$ cat src/rtl/core/assert_macros.svh
// assert_macros.svh: concurrent assertion helpers for the bin grid RTL.
// Expects clk and rst_n in the including scope; define ASSERT_OFF to drop them.
`ifndef ASSERT_MACROS_SVH
`define ASSERT_MACROS_SVH
`ifndef ASSERT_OFF
`define BGC_ASSERT_SAME(lbl, ante, cons, msg) \
    lbl: assert property (@(posedge clk) disable iff (!rst_n) (ante) |-> (cons)) \
        else $error(msg);
`define BGC_ASSERT_NEXT(lbl, ante, cons, msg) \
    lbl: assert property (@(posedge clk) disable iff (!rst_n) (ante) |=> (cons)) \
        else $error(msg);
`else
`define BGC_ASSERT_SAME(lbl, ante, cons, msg)
`define BGC_ASSERT_NEXT(lbl, ante, cons, msg)
`endif
`endif

$ cat src/rtl/core/bgc_pkg.sv
// bgc_pkg: types, codes and constants shared by the bin grid controller,
// datapath and top level. No dependencies.
package bgc_pkg;

    localparam int CORDIC_STEPS = 61;
    localparam int MUL_STEPS    = 24;
    localparam int DMUL_STEPS   = 2;
    localparam int DDIV_STEPS   = 25;
    localparam int SQRT_STEPS   = 64;
    localparam int DEG_W        = 25;
    localparam int OUT_W        = 63;

    localparam logic [63:0] PI_Q60      = 64'h3243_F6A8_885A_308D;
    localparam logic [63:0] SPACING_MAX = 64'h3FFF_FFFF_FFFF_FFFF;

    localparam logic [1:0] CORNER_TRIG = 2'd2;
    localparam logic [1:0] CORNER_SKIP = 2'd3;

    localparam logic CFG_INLINE = 1'b0;
    localparam logic CFG_CROSS  = 1'b1;

    typedef enum logic [1:0] {
        ST_OK      = 2'd0,
        ST_SMALL   = 2'd1,
        ST_NOCOORD = 2'd2,
        ST_ZERO    = 2'd3
    } status_t;

    typedef enum logic [3:0] {
        OP_NONE,
        OP_ERR_SMALL,
        OP_ERR_NOCOORD,
        OP_SC_LOAD,
        OP_SC_DIV,
        OP_SC_SAVE,
        OP_DIFF,
        OP_MUL,
        OP_SQRT,
        OP_ERR_ZERO,
        OP_NORM_LOAD,
        OP_NORM,
        OP_CORDIC,
        OP_DMUL,
        OP_DDIV,
        OP_FINISH
    } op_t;

    typedef struct packed {
        logic       store;
        op_t        op;
        logic [5:0] step;
        logic [1:0] corner;
    } cmd_t;

    typedef struct packed {
        logic too_small;
        logic no_coord;
        logic sp_zero;
        logic norm_done;
    } stat_t;

    // atan(2^-i) in Q60 radians by its series, evaluated at elaboration
    function automatic logic [63:0] atan_pow2(input int i);
        logic [63:0] acc;
        logic [63:0] term;
        int          e;
        int          k;
        acc = '0;
        if (i == 0) begin
            acc = PI_Q60 >> 2;
        end
        else begin
            for (k = 0; k < 64; k++) begin
                e = 60 - i * (2 * k + 1);
                if (e >= 0) begin
                    term = (64'd1 << e) / 64'(2 * k + 1);
                    acc  = k[0] ? acc - term : acc + term;
                end
            end
        end
        return acc;
    endfunction

endpackage

$ cat src/rtl/core/bgc_ctrl.sv
// bgc_ctrl: sequencer for the bin grid computation.
// Depends on bgc_pkg; drives bgc_dp through cmd_t and reads stat_t back.
module bgc_ctrl
    import bgc_pkg::*;
#(
    parameter int FRAC_BITS = 16
)
(
    input  logic       clk,
    input  logic       rst_n,
    input  logic       start,
    input  logic [1:0] corner_index,
    output logic       busy,
    output cmd_t       cmd,
    input  stat_t      stat
);

    localparam logic [5:0] DIV_LAST    = 6'(32 + FRAC_BITS - 1);
    localparam logic [5:0] MUL_LAST    = 6'(MUL_STEPS);
    localparam logic [5:0] SQRT_LAST   = 6'(SQRT_STEPS - 1);
    localparam logic [5:0] CORDIC_LAST = 6'(CORDIC_STEPS - 1);
    localparam logic [5:0] DMUL_LAST   = 6'(DMUL_STEPS);
    localparam logic [5:0] DDIV_LAST   = 6'(DDIV_STEPS - 1);

    typedef enum logic [13:0] {
        S_IDLE    = 14'b00000000000001,
        S_CHECK   = 14'b00000000000010,
        S_SC_LOAD = 14'b00000000000100,
        S_SC_DIV  = 14'b00000000001000,
        S_SC_SAVE = 14'b00000000010000,
        S_DIFF    = 14'b00000000100000,
        S_MUL     = 14'b00000001000000,
        S_SQRT    = 14'b00000010000000,
        S_SPCHK   = 14'b00000100000000,
        S_NORM    = 14'b00001000000000,
        S_CORDIC  = 14'b00010000000000,
        S_DMUL    = 14'b00100000000000,
        S_DDIV    = 14'b01000000000000,
        S_FINISH  = 14'b10000000000000
    } state_t;

    state_t     state_reg, state_next;
    logic [5:0] step_reg, step_next;
    logic [1:0] corner_reg, corner_next;

    assign busy = (state_reg != S_IDLE);

    always_comb
    begin
        state_next  = state_reg;
        step_next   = step_reg;
        corner_next = corner_reg;
        cmd.store   = 1'b0;
        cmd.op      = OP_NONE;
        cmd.step    = step_reg;
        cmd.corner  = corner_reg;
        case (state_reg)
            S_IDLE:
            begin
                if (start && corner_index != CORNER_SKIP)
                begin
                    cmd.store = 1'b1;
                    if (corner_index == CORNER_TRIG)
                    begin
                        state_next = S_CHECK;
                    end
                end
            end
            S_CHECK:
            begin
                if (stat.too_small)
                begin
                    cmd.op     = OP_ERR_SMALL;
                    state_next = S_IDLE;
                end
                else if (stat.no_coord)
                begin
                    cmd.op     = OP_ERR_NOCOORD;
                    state_next = S_IDLE;
                end
                else
                begin
                    corner_next = 2'd0;
                    state_next  = S_SC_LOAD;
                end
            end
            S_SC_LOAD:
            begin
                cmd.op     = OP_SC_LOAD;
                step_next  = '0;
                state_next = S_SC_DIV;
            end
            S_SC_DIV:
            begin
                cmd.op    = OP_SC_DIV;
                step_next = step_reg + 6'd1;
                if (step_reg == DIV_LAST)
                begin
                    state_next = S_SC_SAVE;
                end
            end
            S_SC_SAVE:
            begin
                cmd.op = OP_SC_SAVE;
                if (corner_reg == CORNER_TRIG)
                begin
                    state_next = S_DIFF;
                end
                else
                begin
                    corner_next = corner_reg + 2'd1;
                    state_next  = S_SC_LOAD;
                end
            end
            S_DIFF:
            begin
                cmd.op     = OP_DIFF;
                step_next  = '0;
                state_next = S_MUL;
            end
            S_MUL:
            begin
                cmd.op    = OP_MUL;
                step_next = step_reg + 6'd1;
                if (step_reg == MUL_LAST)
                begin
                    step_next  = '0;
                    state_next = S_SQRT;
                end
            end
            S_SQRT:
            begin
                cmd.op    = OP_SQRT;
                step_next = step_reg + 6'd1;
                if (step_reg == SQRT_LAST)
                begin
                    state_next = S_SPCHK;
                end
            end
            S_SPCHK:
            begin
                if (stat.sp_zero)
                begin
                    cmd.op     = OP_ERR_ZERO;
                    state_next = S_IDLE;
                end
                else
                begin
                    cmd.op     = OP_NORM_LOAD;
                    state_next = S_NORM;
                end
            end
            S_NORM:
            begin
                cmd.op = OP_NORM;
                if (stat.norm_done)
                begin
                    step_next  = '0;
                    state_next = S_CORDIC;
                end
            end
            S_CORDIC:
            begin
                cmd.op    = OP_CORDIC;
                step_next = step_reg + 6'd1;
                if (step_reg == CORDIC_LAST)
                begin
                    step_next  = '0;
                    state_next = S_DMUL;
                end
            end
            S_DMUL:
            begin
                cmd.op    = OP_DMUL;
                step_next = step_reg + 6'd1;
                if (step_reg == DMUL_LAST)
                begin
                    step_next  = '0;
                    state_next = S_DDIV;
                end
            end
            S_DDIV:
            begin
                cmd.op    = OP_DDIV;
                step_next = step_reg + 6'd1;
                if (step_reg == DDIV_LAST)
                begin
                    state_next = S_FINISH;
                end
            end
            S_FINISH:
            begin
                cmd.op     = OP_FINISH;
                state_next = S_IDLE;
            end
            default:
            begin
                state_next = S_IDLE;
            end
        endcase
    end

    always_ff @(posedge clk or negedge rst_n)
    begin
        if (!rst_n)
        begin
            state_reg  <= S_IDLE;
            step_reg   <= '0;
            corner_reg <= '0;
        end
        else
        begin
            state_reg  <= state_next;
            step_reg   <= step_next;
            corner_reg <= corner_next;
        end
    end

endmodule

$ cat config.mk
export PLATFORM = sky130hd
export DESIGN_NAME = bgc_ctrl
export DESIGN_NICKNAME = d
export VERILOG_FILES = /design/src/rtl/core/assert_macros.svh /design/src/rtl/core/bgc_pkg.sv /design/src/rtl/core/bgc_ctrl.sv
export SDC_FILE = /design/constraint.sdc
export NUM_CORES = 1
export LEC_CHECK = 0
export ABC_AREA = 1
export BUFFER_PORTS_ARGS = -buffer_cell sky130_fd_sc_hd__buf_2
export CORE_MARGIN = 1.5
export CORE_UTILIZATION = 25
export CTS_BUF_LIST = sky130_fd_sc_hd__clkbuf_2 sky130_fd_sc_hd__clkbuf_4 sky130_fd_sc_hd__clkbuf_8
export CTS_CLUSTER_SIZE = 20
export DETAILED_ROUTE_END_ITERATION = 10
export HOLD_SLACK_MARGIN = 0.06
export PLACE_DENSITY = 0.41
export REMOVE_ABC_BUFFERS = 1
export SLEW_MARGIN = 20
export SYNTH_ARGS = -nofsm -noshare
export SYNTH_HDL_FRONTEND = slang
export SYNTH_SLANG_ARGS = --single-unit
$ cat constraint.sdc
create_clock -name clk -period 4.4 [get_ports clk]
set_input_delay 0.44 -clock clk [delete_from_list [all_inputs] [get_ports clk]]
set_output_delay 0.44 -clock clk [all_outputs]
set_load 0.01 [all_outputs]
* Word level (Yosys, flattened, before mapping)
Index checks and enable logic that the tools add are counted.
Word-level totals: logic and storage cells 77, flip-flop bits (word level) 22, output and inout bits 14, input bits 9
Cells by class: add/subtract/negate cells 2, muxes and demuxes 29, reduce and logical (&&, ||, !) cells 8, equal/unequal tests 35
Operators by type and width (count):
- $pmux W14 S13 | 1
- $mux W14 | 9
- $pmux W4 S13 | 1
- $pmux W6 S6 | 1
- $mux W6 | 5
- $ne A2 B2 Y1 const B | 13
- $eq A6 B6 Y1 const B | 3
- $eq A14 B1 Y1 const B | 1
- $eq A14 B10 Y1 const B | 1
- $eq A14 B11 Y1 const B | 1
- $eq A14 B12 Y1 const B | 1
- $eq A14 B13 Y1 const B | 1
- $eq A14 B14 Y1 const B | 1
- $eq A14 B2 Y1 const B | 1
- $eq A14 B3 Y1 const B | 1
- $eq A14 B4 Y1 const B | 1
- $eq A14 B5 Y1 const B | 1
- $eq A14 B6 Y1 const B | 1
- $eq A14 B7 Y1 const B | 1
- $eq A14 B8 Y1 const B | 1
- $eq A14 B9 Y1 const B | 1
- $ne A14 B1 Y1 const B | 1
- $mux W2 | 6
- $mux W10 | 1
- 16 further kinds | 19

* Depth between registers and ports, before layout
word-level depth 4, gate-level depth with buffers 12

* Worst setup path before layout
No wires, ideal clock.
path type register to output, from register state_reg[0], to output cmd[10] (netlist name), arrival 1.422 ns, data required time 3.960 ns, buffers on the path 1, slack 2.538 ns, stages on the path, launching flop included 8, path through dfstp_2 -> nor2_4 -> nand2_4 -> nor2_4 -> buf_12 -> nand2_2 -> nand3_1 -> or3_1
RTL lines:
- start: declaration | RTL line bgc_ctrl.sv:42 | state_t state_reg, state_next;
- start signal: assignment | RTL line bgc_ctrl.sv:213 | state_reg <= state_next;
- end: declaration | RTL line bgc_ctrl.sv:14 | output cmd_t cmd,

==> flow_summary.yaml <==
drt:
  totalWireLength_um: 4390
  num_vias: 1586
  firstDrtPassIters: 5
  wire_per_inst_um: 11.7
  drt_iter0_markers: 65
  drtAntennaViolNets: 0
  avgViaCountPerCell: 4.24
  drc: 0
floorplanning:
  io_pins: 23
  die_y_um: 86.8
  num_rows: 30
  start_util_pct: 25.8
  die_area_um2: 7530
  core_area_um2: 6790
  die_w_um: 86.8
critical_path:
  worstPathArrival_ps: 2020
  startpoint_type: "flip-flop"
  worst_r2r_path_depth: 10
  regToRegEndpoint: "state_reg[7]"
  r2r_slack_ps: 2480
  crit_path_end_kind: "primary output"
  cp.required_ps: 3960
  crit_fanout: 12
  rr_startpoint: "state_reg[6]"
  crit_type: "flip-flop to primary output"
clock_network:
  cts_buffers: 3
  insertion_delay_ps: 270
  clock-sinks: 22
  clk_pin_slew_worst_paths_ps: 90
  cts_tree: "done"
  cts_setup_buffers: 0
  clock_path_buffers: 2
  cts.repair.resized: 0
  cts_root_buf: "clkbuf_8"
  h-tree-depth: 1
  hold_buffers: 0
pwr:
  power_per_cell_area_nw_per_um2: 527
  p_leak_nw: 1.11
  ir_drop_v: 0.000119
synth:
  yosysSeqAreaShare_pct: 31.4
  synth-edff-count: 0
  synth.distinct_cells: 30
  synthesis.instances: 255
  postSynthAreaPerCell_um2: 6.88
  ys_warn_count: 0
  synthDominantCellAreaShare_pct: 29.9
  async_flop_share_pct: 100
  synth_area_leader_cell: "dfrtp_1"
  yosys.area_share.simple_pct: 52.5
  synth_top_family_by_area: "simple AND/OR/NAND/NOR gates"
  synth_compound_area_share_pct: 3.64
  ys.flop_type: "dfrtp_1"
  muxShareOfSynthArea_pct: 0
  ys_ff_latch: 22
  synth.cell_area_um2: 1760
  ys_top_cells_by_area: "dfrtp_1 (30%), nand2_1 (15%), nor2_1 (10%), inv_1 (6.0%), nand3_1 (5.1%)"
  synth_xor_area_share_pct: 0.998
  synthAdderAreaFrac_pct: 2.85
placement:
  post-dp-hpwl_um: 3530
  numPortBuffers: 22
  gp_congestion: 0.803
timing:
  setup-violations-final: 0
  tightest_slew_ps: 533
  slew_viol_final: 0
  rsz0062_at_grt: "no"
  finalHoldViolCount: 0
  setup_tns_ps: 0
  max_freq_ghz: 0.407
  clock_skew_ps: 4.12
  period_share_pct: 55.8
  min_period_ps: 2460
  maxSlewHeadroom_pct: 64.5
hold_path:
  holdCritPathClass: "input port to asynchronous set/reset pin"
global_routing:
  grt_pass1_vias: 1496
  grt_pass1_wl_um: 7360
  grt.overflow.total: 0
  antenna_found_initial: 0
  grt_usage_pct: 12.6
  grt_max_degree: 23
final_layout:
  area_growth_pct: 14.0
  final_cell_mix: "nand2_1 (70), nor2_1 (47), inv_1 (28)"
  final_util_pct: 29.5
  final_common_cell: "nand2_1"
  largest_register_ffs: 14
  n_antenna_cell: 0
  layout-drive-gt1-share_pct: 23.0
  fin_nets: 292
run_status:
  outcome: "completed"
run:
  max_cap_viol_count: 0
==> per-stage QoR <==
step | total power [mW] | area, um^2 | hold slack, ps | setup slack, ps | cells
after global placement | 0.919 | 1950 | 466 | 2230 | 370
final | 1.06 | 2000 | 137 | 1940 | 374
after floorplan | 0.744 | 1720 | 144 | 2510 | 252
after CTS | 1.08 | 2000 | 162 | 1930 | 374
after global routing | 1.16 | 2000 | 186 | 1760 | 374
after detailed placement | 0.918 | 1950 | 461 | 2240 | 370
==> how the worst max path moves through the flow <==
stage                 startpoint      to  slack [ps]  cells past startpoint
floorplan           state_reg[2]  cmd[9]        2510                      6
global placement    state_reg[6]  cmd[9]        2230                      7
detailed placement  state_reg[6]  cmd[9]        2240                      7
CTS                 state_reg[6]  cmd[9]        1930                      7
global route        state_reg[6]  cmd[9]        1760                      7
finish              state_reg[6]  cmd[9]        1940                      7
==> Yosys cell counts, types with 2 or more instances <==
master	n
or2_2	2
nand2_2	7
o21ai_1	3
inv_2	2
nand4_1	4
nor2_4	5
nor2_1	47
inv_1	28
ha_1	4
nand2_4	6
nor3_1	3
nand3_1	18
a21oi_1	2
nand3b_1	6
dfrtp_1	21
nand3_2	5
nor2_2	8
o21ai_0	3
nand2_1	70
==> kinds of logic (layout without fill, tap and decap cells) <==
logic type               after synthesis  count (layout)
AND/OR/NAND/NOR                      183             183
AO/OA/AOI/OAI                         11              11
XOR/XNOR                               2               2
flip-flops                            22              22
buffers and inverters                 33              56
adder cells (fa/ha/maj)                4               4
==> layer usage <==
layer	global-route usage, %	part of all wire [%]
met2	21.5	47
met1	17.2	50
met4	3.08	1.0
met5	0	0
met3	1.14	2.6
==> report_power, final <==
group	leakage (nW)	internal (mW)	switching (mW)
logic	0.790	0.196	0.371
clock network	0.0288	0.0800	0.0725
registers	0.292	0.259	0.0781
==> cell type report <==
| cell class | count | area (um^2) |
|---|---|---|
| Fill cell | 767 | 4790 |
| Multi-Input combinational cell | 200 | 1050 |
| Sequential cell | 22 | 552 |
| Tap cell | 96 | 120 |
| Inverter | 30 | 113 |
| Timing Repair Buffer | 22 | 110 |
| Clock buffer | 4 | 55.1 |
==> critical path, cell delays in order, from the launching register on <==
cell	delay [ps]
dfrtp_1	420
nor2_2	190
nand2_4	120
nor2_4	350
nand2_1	120
or2_2	320
nand4_1	100
buf_2	130
No activity file was read; power rests on OpenSTA's default activity.
